**config.mk**
```make
export PLATFORM = sky130hd
export DESIGN_NAME = i2c_master_bit_sequencer
export DESIGN_NICKNAME = d
export VERILOG_FILES = /design/src/rtl/core/i2cm_pkg.sv /design/src/rtl/core/i2c_master_bit_sequencer.sv /design/src/rtl/core/i2cm_in_reg.sv /design/src/rtl/core/i2cm_core.sv
export SDC_FILE = /design/constraint.sdc
export NUM_CORES = 1
export LEC_CHECK = 0
export ABC_AREA = 0
export BUFFER_PORTS_ARGS = -buffer_cell sky130_fd_sc_hd__buf_4
export CORE_MARGIN = 4
export CORE_UTILIZATION = 45
export DETAILED_ROUTE_END_ITERATION = 7
export GPL_TIMING_DRIVEN = 0
export HOLD_SLACK_MARGIN = 0.12
export PLACE_DENSITY = 0.62
export SYNTH_ARGS = -nofsm -noshare
export SYNTH_HDL_FRONTEND = slang
export SYNTH_SLANG_ARGS = --single-unit
```
**constraint.sdc**
```tcl
create_clock -name clk -period 9.8 [get_ports clk]
set_input_delay 0.49 -clock clk [delete_from_list [all_inputs] [get_ports clk]]
set_output_delay 0.49 -clock clk [all_outputs]
set_load 0.01 [all_outputs]
```
**src/rtl/core/i2cm_pkg.sv**
```systemverilog
// ----------------------------------------------------------------------------
// i2cm_pkg
// Shared types and constants for the I2C master bit sequencer.
// ----------------------------------------------------------------------------
package i2cm_pkg;

  localparam int unsigned LEN_W   = 10;
  localparam int unsigned PHASE_W = 5;

  localparam logic [LEN_W-1:0] LEN_RESET = LEN_W'(10);

  typedef enum logic [2:0] {
    OP_IDLE  = 3'd0,
    OP_START = 3'd1,
    OP_STOP  = 3'd2,
    OP_SEND  = 3'd3,
    OP_RECV  = 3'd4,
    OP_SACK  = 3'd5,
    OP_RACK  = 3'd6,
    OP_NONE  = 3'd7
  } op_t;

  typedef struct packed {
    logic [2:0] action;
    logic [7:0] data_byte;
    logic       ack_bit;
    logic       sda_in;
  } item_t;

  typedef struct packed {
    logic       scl_level;
    logic       sda_level;
    logic       busy_res;
    logic       done_res;
    logic [7:0] rx_byte;
    logic       rx_ack;
    logic       rejected;
  } res_t;

  function automatic logic [PHASE_W-1:0] phase_count(input op_t op);
    logic [PHASE_W-1:0] n;
    case (op)
      OP_START: n = PHASE_W'(4);
      OP_STOP:  n = PHASE_W'(3);
      OP_SEND:  n = PHASE_W'(24);
      OP_RECV:  n = PHASE_W'(25);
      OP_SACK:  n = PHASE_W'(3);
      OP_RACK:  n = PHASE_W'(4);
      default:  n = '0;
    endcase
    return n;
  endfunction

endpackage

```
**src/rtl/core/i2c_master_bit_sequencer.sv**
```systemverilog
// ----------------------------------------------------------------------------
// i2c_master_bit_sequencer
// I2C master pin sequencer at byte level, one result per item.
// ----------------------------------------------------------------------------
// Commands (start, stop, send byte, receive byte, send ack, receive ack) are
// taken only while idle; tick items step the pin sequence, each phase held for
// phase_length ticks (0 acts as 1). A command arriving while busy is flagged
// in rejected and counts as a tick. Every item gives one result carrying the
// SCL/SDA levels after that item. Items pass through the input register, then
// the result register behind the sequencer update, and one item is taken
// every cycle while the output is not stalled. Write phase_length only while
// no item is in flight.
module i2c_master_bit_sequencer (
  input  logic                       clk,
  input  logic                       rst,
  input  logic                       cfg_wr_en,
  input  logic [i2cm_pkg::LEN_W-1:0] cfg_wr_data,
  input  logic                       in_valid,
  output logic                       in_stall,
  input  logic [2:0]                 action,
  input  logic [7:0]                 data_byte,
  input  logic                       ack_bit,
  input  logic                       sda_in,
  output logic                       out_valid,
  input  logic                       out_stall,
  output logic                       scl_level,
  output logic                       sda_level,
  output logic                       busy_res,
  output logic                       done_res,
  output logic [7:0]                 rx_byte,
  output logic                       rx_ack,
  output logic                       rejected
);

  logic [i2cm_pkg::LEN_W-1:0] phase_length;
  i2cm_pkg::item_t            in_item;
  i2cm_pkg::item_t            held_item;
  logic                       held_valid;
  logic                       held_take;
  i2cm_pkg::res_t             res;

  always_ff @(posedge clk) begin
    if (rst) begin
      phase_length <= i2cm_pkg::LEN_RESET;
    end else if (cfg_wr_en) begin
      phase_length <= cfg_wr_data;
    end
  end

  assign in_item.action    = action;
  assign in_item.data_byte = data_byte;
  assign in_item.ack_bit   = ack_bit;
  assign in_item.sda_in    = sda_in;

  i2cm_in_reg u_in_reg (
    .clk        (clk),
    .rst        (rst),
    .in_valid   (in_valid),
    .in_stall   (in_stall),
    .in_item    (in_item),
    .held_valid (held_valid),
    .held_take  (held_take),
    .held_item  (held_item)
  );

  i2cm_core u_core (
    .clk          (clk),
    .rst          (rst),
    .phase_length (phase_length),
    .item_valid   (held_valid),
    .item_take    (held_take),
    .item         (held_item),
    .res_valid    (out_valid),
    .res_stall    (out_stall),
    .res          (res)
  );

  assign scl_level = res.scl_level;
  assign sda_level = res.sda_level;
  assign busy_res  = res.busy_res;
  assign done_res  = res.done_res;
  assign rx_byte   = res.rx_byte;
  assign rx_ack    = res.rx_ack;
  assign rejected  = res.rejected;

endmodule

```
**src/rtl/core/i2cm_in_reg.sv**
```systemverilog
// ----------------------------------------------------------------------------
// i2cm_in_reg
// Input register stage: holds one item until the sequencer core takes it.
// ----------------------------------------------------------------------------
module i2cm_in_reg (
  input  logic            clk,
  input  logic            rst,
  input  logic            in_valid,
  output logic            in_stall,
  input  i2cm_pkg::item_t in_item,
  output logic            held_valid,
  input  logic            held_take,
  output i2cm_pkg::item_t held_item
);

  logic            valid;
  i2cm_pkg::item_t item;

  assign in_stall   = valid && !held_take;
  assign held_valid = valid;
  assign held_item  = item;

  always_ff @(posedge clk) begin
    if (rst) begin
      valid <= 1'b0;
    end else if (!in_stall) begin
      valid <= in_valid;
    end
  end

  always_ff @(posedge clk) begin
    if (!in_stall && in_valid) begin
      item <= in_item;
    end
  end

endmodule

```
**src/rtl/core/i2cm_core.sv**
```systemverilog
// ----------------------------------------------------------------------------
// i2cm_core
// Phase sequencer state, pin registers and the result register.
// ----------------------------------------------------------------------------
module i2cm_core (
  input  logic                         clk,
  input  logic                         rst,
  input  logic [i2cm_pkg::LEN_W-1:0]   phase_length,
  input  logic                         item_valid,
  output logic                         item_take,
  input  i2cm_pkg::item_t              item,
  output logic                         res_valid,
  input  logic                         res_stall,
  output i2cm_pkg::res_t               res
);

  i2cm_pkg::op_t                     op, op_next;
  logic [i2cm_pkg::PHASE_W-1:0]      phase, phase_next;
  logic [1:0]                        sub, sub_next;
  logic [i2cm_pkg::LEN_W-1:0]        wait_count, wait_count_next;
  logic [7:0]                        shift_byte, shift_byte_next;
  logic                              scl_reg, scl_reg_next;
  logic                              sda_reg, sda_reg_next;
  logic                              ack_reg, ack_reg_next;
  logic [7:0]                        rx_hold, rx_hold_next;
  logic                              ack_hold, ack_hold_next;
  logic                              done, rej;

  logic                              out_valid;
  i2cm_pkg::res_t                    out_res;

  logic [i2cm_pkg::LEN_W-1:0]        hold;
  logic [i2cm_pkg::LEN_W-1:0]        wait_dec;
  logic                              is_cmd;
  logic                              run;
  logic [1:0]                        rsub;

  assign item_take = item_valid && (!out_valid || !res_stall);
  assign res_valid = out_valid;
  assign res       = out_res;

  assign hold   = (phase_length == '0) ? i2cm_pkg::LEN_W'(1) : phase_length;
  assign is_cmd = (item.action >= i2cm_pkg::OP_START) && (item.action <= i2cm_pkg::OP_RACK);
  assign wait_dec = (wait_count != '0) ? wait_count - i2cm_pkg::LEN_W'(1) : wait_count;

  always_comb begin
    op_next         = op;
    phase_next      = phase;
    sub_next        = sub;
    wait_count_next = wait_count;
    shift_byte_next = shift_byte;
    scl_reg_next    = scl_reg;
    sda_reg_next    = sda_reg;
    ack_reg_next    = ack_reg;
    rx_hold_next    = rx_hold;
    ack_hold_next   = ack_hold;
    done            = 1'b0;
    rej             = 1'b0;
    run             = 1'b0;
    rsub            = 2'd0;

    if (op != i2cm_pkg::OP_IDLE) begin
      rej             = is_cmd;
      wait_count_next = wait_dec;
      if (wait_dec == '0) begin
        phase_next = phase + i2cm_pkg::PHASE_W'(1);
        sub_next   = (sub == 2'd2) ? 2'd0 : sub + 2'd1;
        if (phase_next >= i2cm_pkg::phase_count(op)) begin
          if (op == i2cm_pkg::OP_RECV) begin
            rx_hold_next = shift_byte;
          end
          op_next    = i2cm_pkg::OP_IDLE;
          phase_next = '0;
          sub_next   = 2'd0;
          done       = 1'b1;
        end else begin
          run = 1'b1;
        end
      end
    end else if (is_cmd) begin
      op_next         = i2cm_pkg::op_t'(item.action);
      phase_next      = '0;
      sub_next        = 2'd0;
      ack_hold_next   = item.ack_bit;
      shift_byte_next = (op_next == i2cm_pkg::OP_SEND) ? item.data_byte : 8'h00;
      run             = 1'b1;
    end

    // receive byte phases are offset by one against the mod-3 count
    case (sub_next)
      2'd0:    rsub = 2'd2;
      2'd1:    rsub = 2'd0;
      default: rsub = 2'd1;
    endcase

    if (run) begin
      wait_count_next = hold;
      case (op_next)
        i2cm_pkg::OP_START: begin
          case (phase_next)
            5'd0:    scl_reg_next = 1'b1;
            5'd1:    sda_reg_next = 1'b1;
            5'd2:    sda_reg_next = 1'b0;
            default: scl_reg_next = 1'b0;
          endcase
        end
        i2cm_pkg::OP_STOP: begin
          case (phase_next)
            5'd0:    sda_reg_next = 1'b0;
            5'd1:    scl_reg_next = 1'b1;
            default: sda_reg_next = 1'b1;
          endcase
        end
        i2cm_pkg::OP_SEND: begin
          case (sub_next)
            2'd0: begin
              sda_reg_next    = shift_byte_next[7];
              shift_byte_next = {shift_byte_next[6:0], 1'b0};
            end
            2'd1:    scl_reg_next = 1'b1;
            default: scl_reg_next = 1'b0;
          endcase
        end
        i2cm_pkg::OP_RECV: begin
          if (phase_next == '0) begin
            sda_reg_next = 1'b1;
          end else begin
            case (rsub)
              2'd0:    scl_reg_next = 1'b1;
              2'd1:    shift_byte_next = {shift_byte_next[6:0], item.sda_in};
              default: scl_reg_next = 1'b0;
            endcase
          end
        end
        i2cm_pkg::OP_SACK: begin
          case (phase_next)
            5'd0:    sda_reg_next = ack_hold_next;
            5'd1:    scl_reg_next = 1'b1;
            default: scl_reg_next = 1'b0;
          endcase
        end
        i2cm_pkg::OP_RACK: begin
          case (phase_next)
            5'd0:    sda_reg_next = 1'b1;
            5'd1:    scl_reg_next = 1'b1;
            5'd2:    ack_reg_next = item.sda_in;
            default: scl_reg_next = 1'b0;
          endcase
        end
        default: begin
        end
      endcase
    end
  end

  always_ff @(posedge clk) begin
    if (rst) begin
      op         <= i2cm_pkg::OP_IDLE;
      phase      <= '0;
      sub        <= 2'd0;
      wait_count <= '0;
      shift_byte <= 8'h00;
      scl_reg    <= 1'b1;
      sda_reg    <= 1'b1;
      ack_reg    <= 1'b0;
      rx_hold    <= 8'h00;
      ack_hold   <= 1'b0;
      out_valid  <= 1'b0;
    end else begin
      if (item_take) begin
        op         <= op_next;
        phase      <= phase_next;
        sub        <= sub_next;
        wait_count <= wait_count_next;
        shift_byte <= shift_byte_next;
        scl_reg    <= scl_reg_next;
        sda_reg    <= sda_reg_next;
        ack_reg    <= ack_reg_next;
        rx_hold    <= rx_hold_next;
        ack_hold   <= ack_hold_next;
      end
      if (item_take) begin
        out_valid <= 1'b1;
      end else if (!res_stall) begin
        out_valid <= 1'b0;
      end
    end
  end

  always_ff @(posedge clk) begin
    if (item_take) begin
      out_res.scl_level <= scl_reg_next;
      out_res.sda_level <= sda_reg_next;
      out_res.busy_res  <= (op_next != i2cm_pkg::OP_IDLE);
      out_res.done_res  <= done;
      out_res.rx_byte   <= rx_hold_next;
      out_res.rx_ack    <= ack_reg_next;
      out_res.rejected  <= rej;
    end
  end

endmodule

```
# Yosys cells after proc, flatten, opt, wreduce, memory -nomap -nowiden
# Cells that the tools add are included.
# op_classes
add_sub_neg	3
order_cmp	3
eq_ne	19
muxes	61
n_reduce_logical	25
# ops
cell	count
8-bit two-way mux	11
10-bit two-way mux	4
5-bit two-way mux	6
10-bit zero test	2
5-bit case mux with 4 select lines	1
1-bit two-way mux	19
3-bit == test, second input constant	6
8-bit case mux with 2 select lines	1
3-bit by 2-bit == test with 1-bit output, second input constant	5
1-bit case mux with 2 select lines	7
3-bit two-way mux	4
2-bit two-way mux	5
10-bit nonzero test	1
2-bit OR reduction	5
10-bit by 1-bit subtractor with 10-bit output, second input constant	1
3-bit by 1-bit == test with 1-bit output, second input constant	2
1-bit case mux with 6 select lines	1
3-bit nonzero test	2
5-bit by 1-bit adder with 5-bit output, second input constant	1
5-bit by 1-bit == test with 1-bit output, second input constant	1
5-bit by 2-bit == test with 1-bit output, second input constant	1
5-bit greater-or-equal comparator	1
5-bit zero test	1
1-bit case mux with 5 select lines	1
other kinds (13)	22
# word_totals
regBits	79
input_bits	28
out_inout_bits	16
wordCells	135

# Depth between registers and ports, before layout
# Gate-level depths: netlist of run 1.
# depth
ltp_word	16
ltp_mapped	18
ltp_nobuf	16

# Cells and area by module
# From an unflattened synthesis of run 1, not the netlist that was laid out.
# hier_totals
cells_unflattened	516
area_unflattened_um2	4653.2
# by_module_without_submodules
mod	n_inst	cells_each	area_each_um2	seq_area_each_um2
i2cm_core	1	467	3853.7	1241.2
i2cm_in_reg	1	17	440.4	410.4
i2c_master_bit_sequencer	1	32	359.1	200.2

# Least setup slack after synthesis of run 1
# OpenSTA, ideal clock, no wires.
# synth_path
kind	reg-to-reg
start	register u_core.op[0]
end	register u_core.shift_byte[7]
setup_time_ns	0.122
arrival_time_ns	3.678
t_required_ns	9.678
path_slack_ns	6.000
path_stages_with_launch	19
n_path_buf	2
period_less_slack_ns	3.800
cell_sequence	dfxtp_1 inv_1 ha_1 nand2_1 o21ai_0 o21ai_0 nand2_1 ha_1 nor2b_1 o21ai_0 a31o_2 or4_1 buf_2 mux2i_4 o2111ai_1 a21oi_2 buf_6 nor3_1 a311o_1
# synth_between
elab_chain_len	16
elab_cells_between_ends	39
cone_classes	order compare (1); eq/ne (10); mux (23); reduce/logical (5)
# synth_lines
element	line	text
start: declaration	i2cm_core.sv:17	i2cm_pkg::op_t op, op_next;
start signal: assignment	i2cm_core.sv:158	op <= i2cm_pkg::OP_IDLE;
start signal: assignment	i2cm_core.sv:171	op <= op_next;
3-bit by 1-bit == test with 1-bit output (tied with other cells)	i2cm_pkg.sv:42	case (op)
2-bit OR reduction (no line)	-	
5-bit case mux with 4 select lines	i2cm_pkg.sv:42	
5-bit two-way mux	i2cm_core.sv:65	if (wait_dec == '0) begin
5-bit two-way mux	i2cm_core.sv:62	if (op != i2cm_pkg::OP_IDLE) begin
5-bit greater-or-equal comparator	i2cm_core.sv:68	if (phase_next >= i2cm_pkg::phase_count(op)) begin
2-bit two-way mux	i2cm_core.sv:68	
2-bit two-way mux	i2cm_core.sv:65	
2-bit two-way mux	i2cm_core.sv:62	
2-bit by 1-bit == test with 1-bit output or 2-bit zero test (tied branches)	i2cm_core.sv:90, i2cm_core.sv:115	
2-bit case mux with 2 select lines	i2cm_core.sv:90	case (sub_next)
2-bit by 1-bit == test with 1-bit output	i2cm_core.sv:128	case (rsub)
8-bit two-way mux	i2cm_core.sv:128	
8-bit two-way mux	i2cm_core.sv:125	if (phase_next == '0) begin
8-bit case mux with 2 select lines	i2cm_core.sv:98	case (op_next)
8-bit two-way mux (*)	i2cm_core.sv:96	if (run) begin
end signal: assignment	i2cm_core.sv:175	shift_byte <= shift_byte_next;
end: declaration	i2cm_core.sv:21	logic [7:0] shift_byte, shift_byte_next;
# Every way passes the cells marked *; elsewhere a longest branch is shown, timed or not. The select of a mux whose other input is x is not followed.
# A chain may end at the register's enable or synchronous reset.

# Worst setup path after layout of run 1
# layout_path
start	register u_core.op[0]
end	register u_core.res[12] (netlist name)
# layout_between
elab_chain_len	13
elab_cells_between_ends	46
cone_classes	order compare (1); eq/ne (14); mux (25); reduce/logical (6)
# layout_lines
element	line	text
3-bit by 1-bit == test with 1-bit output (tied with other cells)	i2cm_pkg.sv:42	
2-bit OR reduction (no line)	-	
5-bit case mux with 4 select lines	i2cm_pkg.sv:42	
5-bit two-way mux	i2cm_core.sv:65	
5-bit two-way mux	i2cm_core.sv:62	
5-bit greater-or-equal comparator	i2cm_core.sv:68	
5-bit two-way mux (tied with other cells)	i2cm_core.sv:68	
5-bit two-way mux (tied with other cells)	i2cm_core.sv:65	
5-bit two-way mux (tied with other cells)	i2cm_core.sv:62	
5-bit by 1-bit == test with 1-bit output (tied with other cells)	i2cm_core.sv:100, i2cm_core.sv:108	
1-bit case mux with 2 select lines (tied with other cells)	i2cm_core.sv:108	case (phase_next)
1-bit case mux with 5 select lines	i2cm_core.sv:98	
1-bit two-way mux (*)	i2cm_core.sv:96	
via u_core.sda_reg_next	i2cm_core.sv:23	logic sda_reg, sda_reg_next;
# The timed path passes the listed nets; every way through them passes the cells marked *. The select of a mux whose other input is x is not followed.

==> results of run 1 <==
==> how the worst max path moves through the flow <==
stage	to	start
CTS	u_core.res[12]	u_core.op[0]
detailed placement	u_core.res[12]	u_core.op[0]
floorplan	u_core.shift_byte[7]	u_core.op[0]
global placement	u_core.res[12]	u_core.op[0]
global route	u_core.res[12]	u_core.op[0]
finish	u_core.res[12]	u_core.op[0]
==> worst max-delay path, delay by kind of cell (launching register included) <==
kind | cells | cell delay (ns)
AOI/OAI and AO/OA | 7 | 1.51
adders and majority gates | 2 | 0.56
buffers and inverters | 1 | 0.14
DFF | 1 | 0.55
muxes | 1 | 0.34
and+or+nand+nor | 5 | 1.34
==> cell type report <==
| class | instances | share of cell area, % |
|---|---|---|
| multi-input combinational | 370 | 46.75 |
| sequential | 79 | 36.90 |
| timing repair buffer | 41 | 6.133 |
| tap | 129 | 3.216 |
| clock buffer | 11 | 3.017 |
| buffer | 23 | 2.194 |
| inverter | 14 | 1.047 |
| clock inverter | 5 | 0.7479 |
==> cell families after synthesis <==
kind of cell	share of synthesized area [%]
AOI/OAI and AO/OA	20.26
and+or+nand+nor	22.04
adders and majority gates	3.156
muxes	7.747
xor gates and xnor gates	0.6027
buffers and inverters	3.730
DFF	42.47
==> routing by layer <==
layer  GRT usage, %  vias up  share of wire (%)
met5              0        -                  0
met4          5.571        0                1.3
met3          4.311       14                5.9
met2          31.36      110                 45
met1          28.24     1798                 47
li1               -     1911                  -
==> power groups by stage <==
stage	logic (uW)	registers (uW)	clock network [uW]
after floorplan	156	380	0
after global placement	212	382	0
final	217	375	233
after CTS	215	375	240
after detailed placement	214	383	0
after global routing	241	378	252
==> through the flow <==
step | hold slack, ns | power [uW] | setup slack (ns) | util [%]
4_1_cts | 0.2943 | 830.0 | 5.134 | 53.80
6_report | 0.3119 | 825.6 | 5.092 | 53.80
3_5_place_dp | 0.4781 | 596.8 | 5.135 | 51.78
5_1_grt | 0.2900 | 870.6 | 4.641 | 53.80
3_3_place_gp | 0.4649 | 594.0 | 5.253 | 51.78
2_1_floorplan | 0.4417 | 536.7 | 6.000 | -
==> layout by cell type, fill, tap and decap left out, types with 3 or more instances in the layout <==
cell type,instances
or3_1,6
nor4_1,5
a21o_1,7
inv_1,12
nand3_1,9
and3_1,4
dfxtp_1,52
nand2b_1,3
o21ai_0,22
nor2_1,70
a22oi_1,6
buf_4,41
o211ai_1,4
clkbuf_1,14
o21bai_1,4
nor2b_1,5
nor3_1,32
a211oi_1,3
a2bb2oi_1,4
clkbuf_8,11
mux2i_1,18
edfxtp_1,27
a31oi_1,6
buf_2,7
a21oi_1,32
a22o_1,5
nand2_1,43
o22ai_1,4
ha_1,11
mux2_2,12
==> impl_metrics.tcl, run 1 <==
set metrics [dict create \
    async_reset_ff_share_pct 0 \
    synth_cells 486 \
    drt-total-wl_mm 11.04 \
    layout.area.seq_um2 1852 \
    setup_tns_ns 0 \
    synth_edf_count 27 \
    yosysTopAreaCell "dfxtp_1" \
    p_int_uw 553.1 \
    ys_top_cells_by_area "dfxtp_1 24%, edfxtp_1 19%, nor2_1 6.0%" \
    critPathMaxStageDelay_ns 0.81 \
    grt_pass1_vias 3674 \
    synthesis.area_um2 4360 \
    multi_input_area_um2 2346 \
    clk_pin_slew_worst_paths_ns 0.09 \
    fin_cells 672 \
    drc 0 \
    grt_max_degree 24 \
    gp_congestion 0.8817 \
    power.density_nw_per_um2 164.5 \
    hp-start "data_byte[4]" \
    start_util_pct 46.75 \
    firstDrtPassIters 5 \
    synth_common_cells "70 x nor2_1, 52 x dfxtp_1, 43 x nand2_1" \
    vias 3833 \
    ant_nets 0 \
    switching_power_uw 272.5 \
    clk_latency_ns 0.35 \
    crit_required_ns 9.89 \
    antenna_cells 0 \
    ys_seq_area_share_pct 42.47 \
    peakVddDrop_mv 0.08739 \
    r2r-start "u_core.op[0]" \
    final_layout_size_suffix_gt1_share_pct 17.13 \
    fill_cells 909 \
    finalCriticalPeriod_ns 4.708 \
    port_buffers 41 \
    dieArea_um2 11330 \
    r2r_slack_ns 5.09 \
    drv_cap 0 \
    clkPwrFrac_pct 28.3 \
    hold_depth 1 \
    synth-main-ff-cell "dfxtp_1" \
    ctsResizeCount 0 \
    via_per_inst 5.704 \
    cp_cell_sequence "inv_1 > ha_1 > nand2_1 > o21ai_0 > o21ai_0 > nand2_1 > ha_1 > nor2b_1 > o21ai_0 > a31oi_1 > nor4_1 > nor2_1 > mux2_2 > a221o_1 > a2bb2oi_1 > a22oi_1" \
    post-dp-hpwl_mm 8.138 \
    cts_inserted_buffers 9 \
    p_leak_uw 0.002006 \
    syn_avg_cell_area_um2 8.972 \
    stdcell_area_um2 5019 \
    hold_viol 0 \
    post-cts-setup-buffers 0 \
    cts_sinks 79 \
    fin_worst_skew_ns 0.01338 \
    critPathSlowestCell "nor4_1" \
    grt_pass1_wl_mm 18.29 \
    worst_r2r_endpoint "u_core.res[12]" \
    cpMostUsedCell "o21ai_0" \
    fmax_mhz 212.4 \
    syn_nets 525 \
    syn2layout_area_growth_pct 15.09 \
    die_h_um 106.4 \
    ios 44 \
    h-tree-depth 3 \
    die_w_um 106.4 \
    synthMostInstantiatedCell "nor2_1" \
    cp.arrival_ns 4.80 \
    final_max_slew_viol_count 0 \
    combPwrFrac_pct 26.3 \
    gr-total-overflow 0 \
    endpoint_kind "flip-flop" \
    period_share_pct 48.04 \
    grt.total_usage_pct 20.12 \
    cts_tree "yes" \
    relSlewSlack_pct 11.62 \
    setup_violations 0 \
    ys_seq_elements 79 \
    ys_warn_count 0 \
    rsz0062_at_grt "false" \
    ys_types 70 \
    core_area_um2 9328 \
    cts-root-buf "clkbuf_8" \
    synth_top_area_share_pct 23.87 \
    postCtsHoldBufs 0 \
    tightest_slew_ns 1.326 \
    critPathMaxFanout 9 \
    rows 35 \
    min_to "u_in_reg.held_item[6]" \
    dp.cells 656 \
    post_drt_wl_per_cell_um 16.42 \
    reg2reg_depth 16 \
    drt_iter0_drc 203 \
    largest_reg_flops 14 \
    startpoint_type "flip-flop" \
    placed_area_um2 4830 \
    antenna_found_initial 0 \
    swShare_pct 33.00 \
    status "completed" \
    path_class "reg -> reg" \
    num-nets-final 577 \
    clockBufferDepth 2 \
    sequentialPowerShare_pct 45.5 \
    worstHoldPathType "in -> reg" \
]
No activity file was read; power rests on OpenSTA's default activity.
==> run 2: changes to the inputs <==
- clock period: 9.8 -> 4.4 ns (I/O delays scaled with it)
==> run 2 against run 1 <==
Clock-buffer cell count is the same. Clock skew down 0.0014 ns. Register-to-register slack got worse by 4.9 ns. Critical endpoint is now u_core.shift_byte[1].
==> impl_metrics.tcl, run 2 (synthesis results as in run 1) <==
set metrics [dict create \
    via_per_inst 5.717 \
    drt_iter0_drc 150 \
    antenna_cells 0 \
    tightest_slew_ns 1.335 \
    startpoint_type "flip-flop" \
    worstHoldPathType "in -> reg" \
    die_w_um 106.4 \
    hold_depth 3 \
    min_to "phase_length[8]" \
    cts_inserted_buffers 9 \
    cts_tree "yes" \
    drv_cap 0 \
    start_util_pct 46.75 \
    endpoint_kind "flip-flop" \
    core_area_um2 9328 \
    cts-root-buf "clkbuf_8" \
    path_class "reg -> reg" \
    r2r-start "u_core.op[0]" \
    port_buffers 41 \
    drt-total-wl_mm 11.53 \
    power.density_nw_per_um2 351.9 \
    placed_area_um2 4830 \
    setup_tns_ns 0 \
    ant_nets 0 \
    layout_common_cells "69 x nor2_1, 50 x dfxtp_1, 45 x buf_4" \
    hold_viol 0 \
    final_common_cell "nor2_1" \
    peakVddDrop_mv 0.1980 \
    largest_reg_flops 14 \
    ios 44 \
    gr-total-overflow 0 \
    status "completed" \
    cp.arrival_ns 4.36 \
    die_h_um 106.4 \
    num-nets-final 605 \
    reg2reg_depth 18 \
    dieArea_um2 11330 \
    post-dp-hpwl_mm 8.138 \
    fill_cells 860 \
    relSlewSlack_pct 10.98 \
    stdcell_area_um2 5365 \
    crit_required_ns 4.59 \
    final_layout_size_suffix_gt1_share_pct 18.91 \
    syn2layout_area_growth_pct 23.04 \
    grt_max_degree 24 \
    gp_congestion 0.8817 \
    antenna_found_initial 0 \
    drc 0 \
    period_share_pct 94.86 \
    final_max_slew_viol_count 0 \
    clockBufferDepth 2 \
    r2r_slack_ns 0.23 \
    h-tree-depth 3 \
    clk_latency_ns 0.35 \
    grt_pass1_wl_mm 18.85 \
    setup_violations 0 \
    cts_sinks 79 \
    p_leak_uw 0.002141 \
    grt.total_usage_pct 20.70 \
    fin_worst_skew_ns 0.01202 \
    vias 4002 \
    rows 35 \
    clk_pin_slew_worst_paths_ns 0.08 \
    worst_r2r_endpoint "u_core.shift_byte[1]" \
    firstDrtPassIters 5 \
    hp-start "cfg_wr_data[8]" \
    finalCriticalPeriod_ns 4.174 \
    critPathMaxFanout 10 \
    post_drt_wl_per_cell_um 16.46 \
    grt_pass1_vias 3817 \
    fmax_mhz 239.6 \
]
## run 2: cell count changes in the layout (fill, tap and decap cells not counted), moves of 2 or more
| cell | before | now |
|---|---|---|
| dlygate4sd3_1 | 0 | 24 |
| buf_4 | 41 | 45 |
| dfxtp_1 | 52 | 50 |
| dfxtp_4 | 0 | 2 |
| nor4_1 | 5 | 3 |
| o21ai_0 | 22 | 20 |
| o21ai_1 | 0 | 2 |
| o22ai_1 | 4 | 2 |
| o22ai_2 | 1 | 3 |
## run 2: final cells by class
type | count | area, um^2 | share of cell area, %
Clock buffer | 11 | 151.4 | 2.822
Inverter | 14 | 52.55 | 0.9795
Tap cell | 129 | 161.4 | 3.008
Multi-Input combinational cell | 370 | 2399 | 44.71
Sequential cell | 79 | 1859 | 34.65
Timing Repair Buffer | 70 | 598.1 | 11.15
Buffer | 22 | 106.4 | 1.982
Clock inverter | 5 | 37.54 | 0.6996
## run 2: what timing repair did
item,CTS,global route
setup buffers,0,5
endpoints found under the setup margin,28,30
pin swaps,0,3
endpoints found under the hold margin,24,0
gates resized for setup,5,10
hold buffers,24,0
## run 2: worst max path at each step
stage	cells after the start	startpoint	end	slack (ns)
6_report	18	u_core.op[0]	u_core.shift_byte[1]	0.23
5_1_grt	18	u_core.op[0]	u_core.res[12]	-0.02
4_1_cts	16	u_core.op[0]	u_core.rx_hold[3]	0.002
3_5_place_dp	16	u_core.op[0]	u_core.res[12]	-0.26
3_3_place_gp	16	u_core.op[0]	u_core.res[12]	-0.15
2_1_floorplan	18	u_core.op[0]	u_core.shift_byte[7]	0.60
## run 2: worst max-delay path: stages (launching register included)
cell and delay, ns:
dfxtp_4 0.41, inv_1 0.09, ha_1 0.26, nand2_1 0.14, o21ai_0 0.16, o21ai_1 0.21, nand2_1 0.08, ha_1 0.27
nor2b_1 0.12, o21ai_1 0.13, a31o_2 0.30, or4_1 0.51, buf_2 0.21, mux2i_4 0.26, o2111ai_2 0.20, a21oi_2 0.20
buf_6 0.17, mux2i_1 0.20, o21ai_0 0.09
## run 2: per-layer routing
layer / vias up / routed length (um) / GRT usage [%]
met2: 116 / 5379 / 33.21
met4: 0 / 196 / 5.571
met5: - / 0 / 0
met1: 1897 / 5320 / 28.32
met3: 18 / 629 / 4.432
li1: 1971 / - / -
## run 2: report_power, final
| group | switching, uW | internal (uW) | leakage [uW] | total (uW) |
|---|---|---|---|---|
| sequential | 34.3 | 801 | 0.000685 | 835 |
| combinational | 313 | 218 | 0.00136 | 531 |
| clock | 282 | 240 | 0.000101 | 522 |
## run 2: per-stage QoR
step	total power (uW)	instances	setup slack (ns)	hold WS [ns]	utilization [%]
2_1_floorplan	1195	486	0.5996	0.3189	-
3_3_place_gp	1323	656	-0.1470	0.3993	51.78
3_5_place_dp	1329	656	-0.2649	0.3995	51.78
4_1_cts	1872	696	0.001693	0.1210	56.61
5_1_grt	1990	700	-0.01610	0.1470	57.52
6_report	1888	700	0.2260	0.1184	57.52
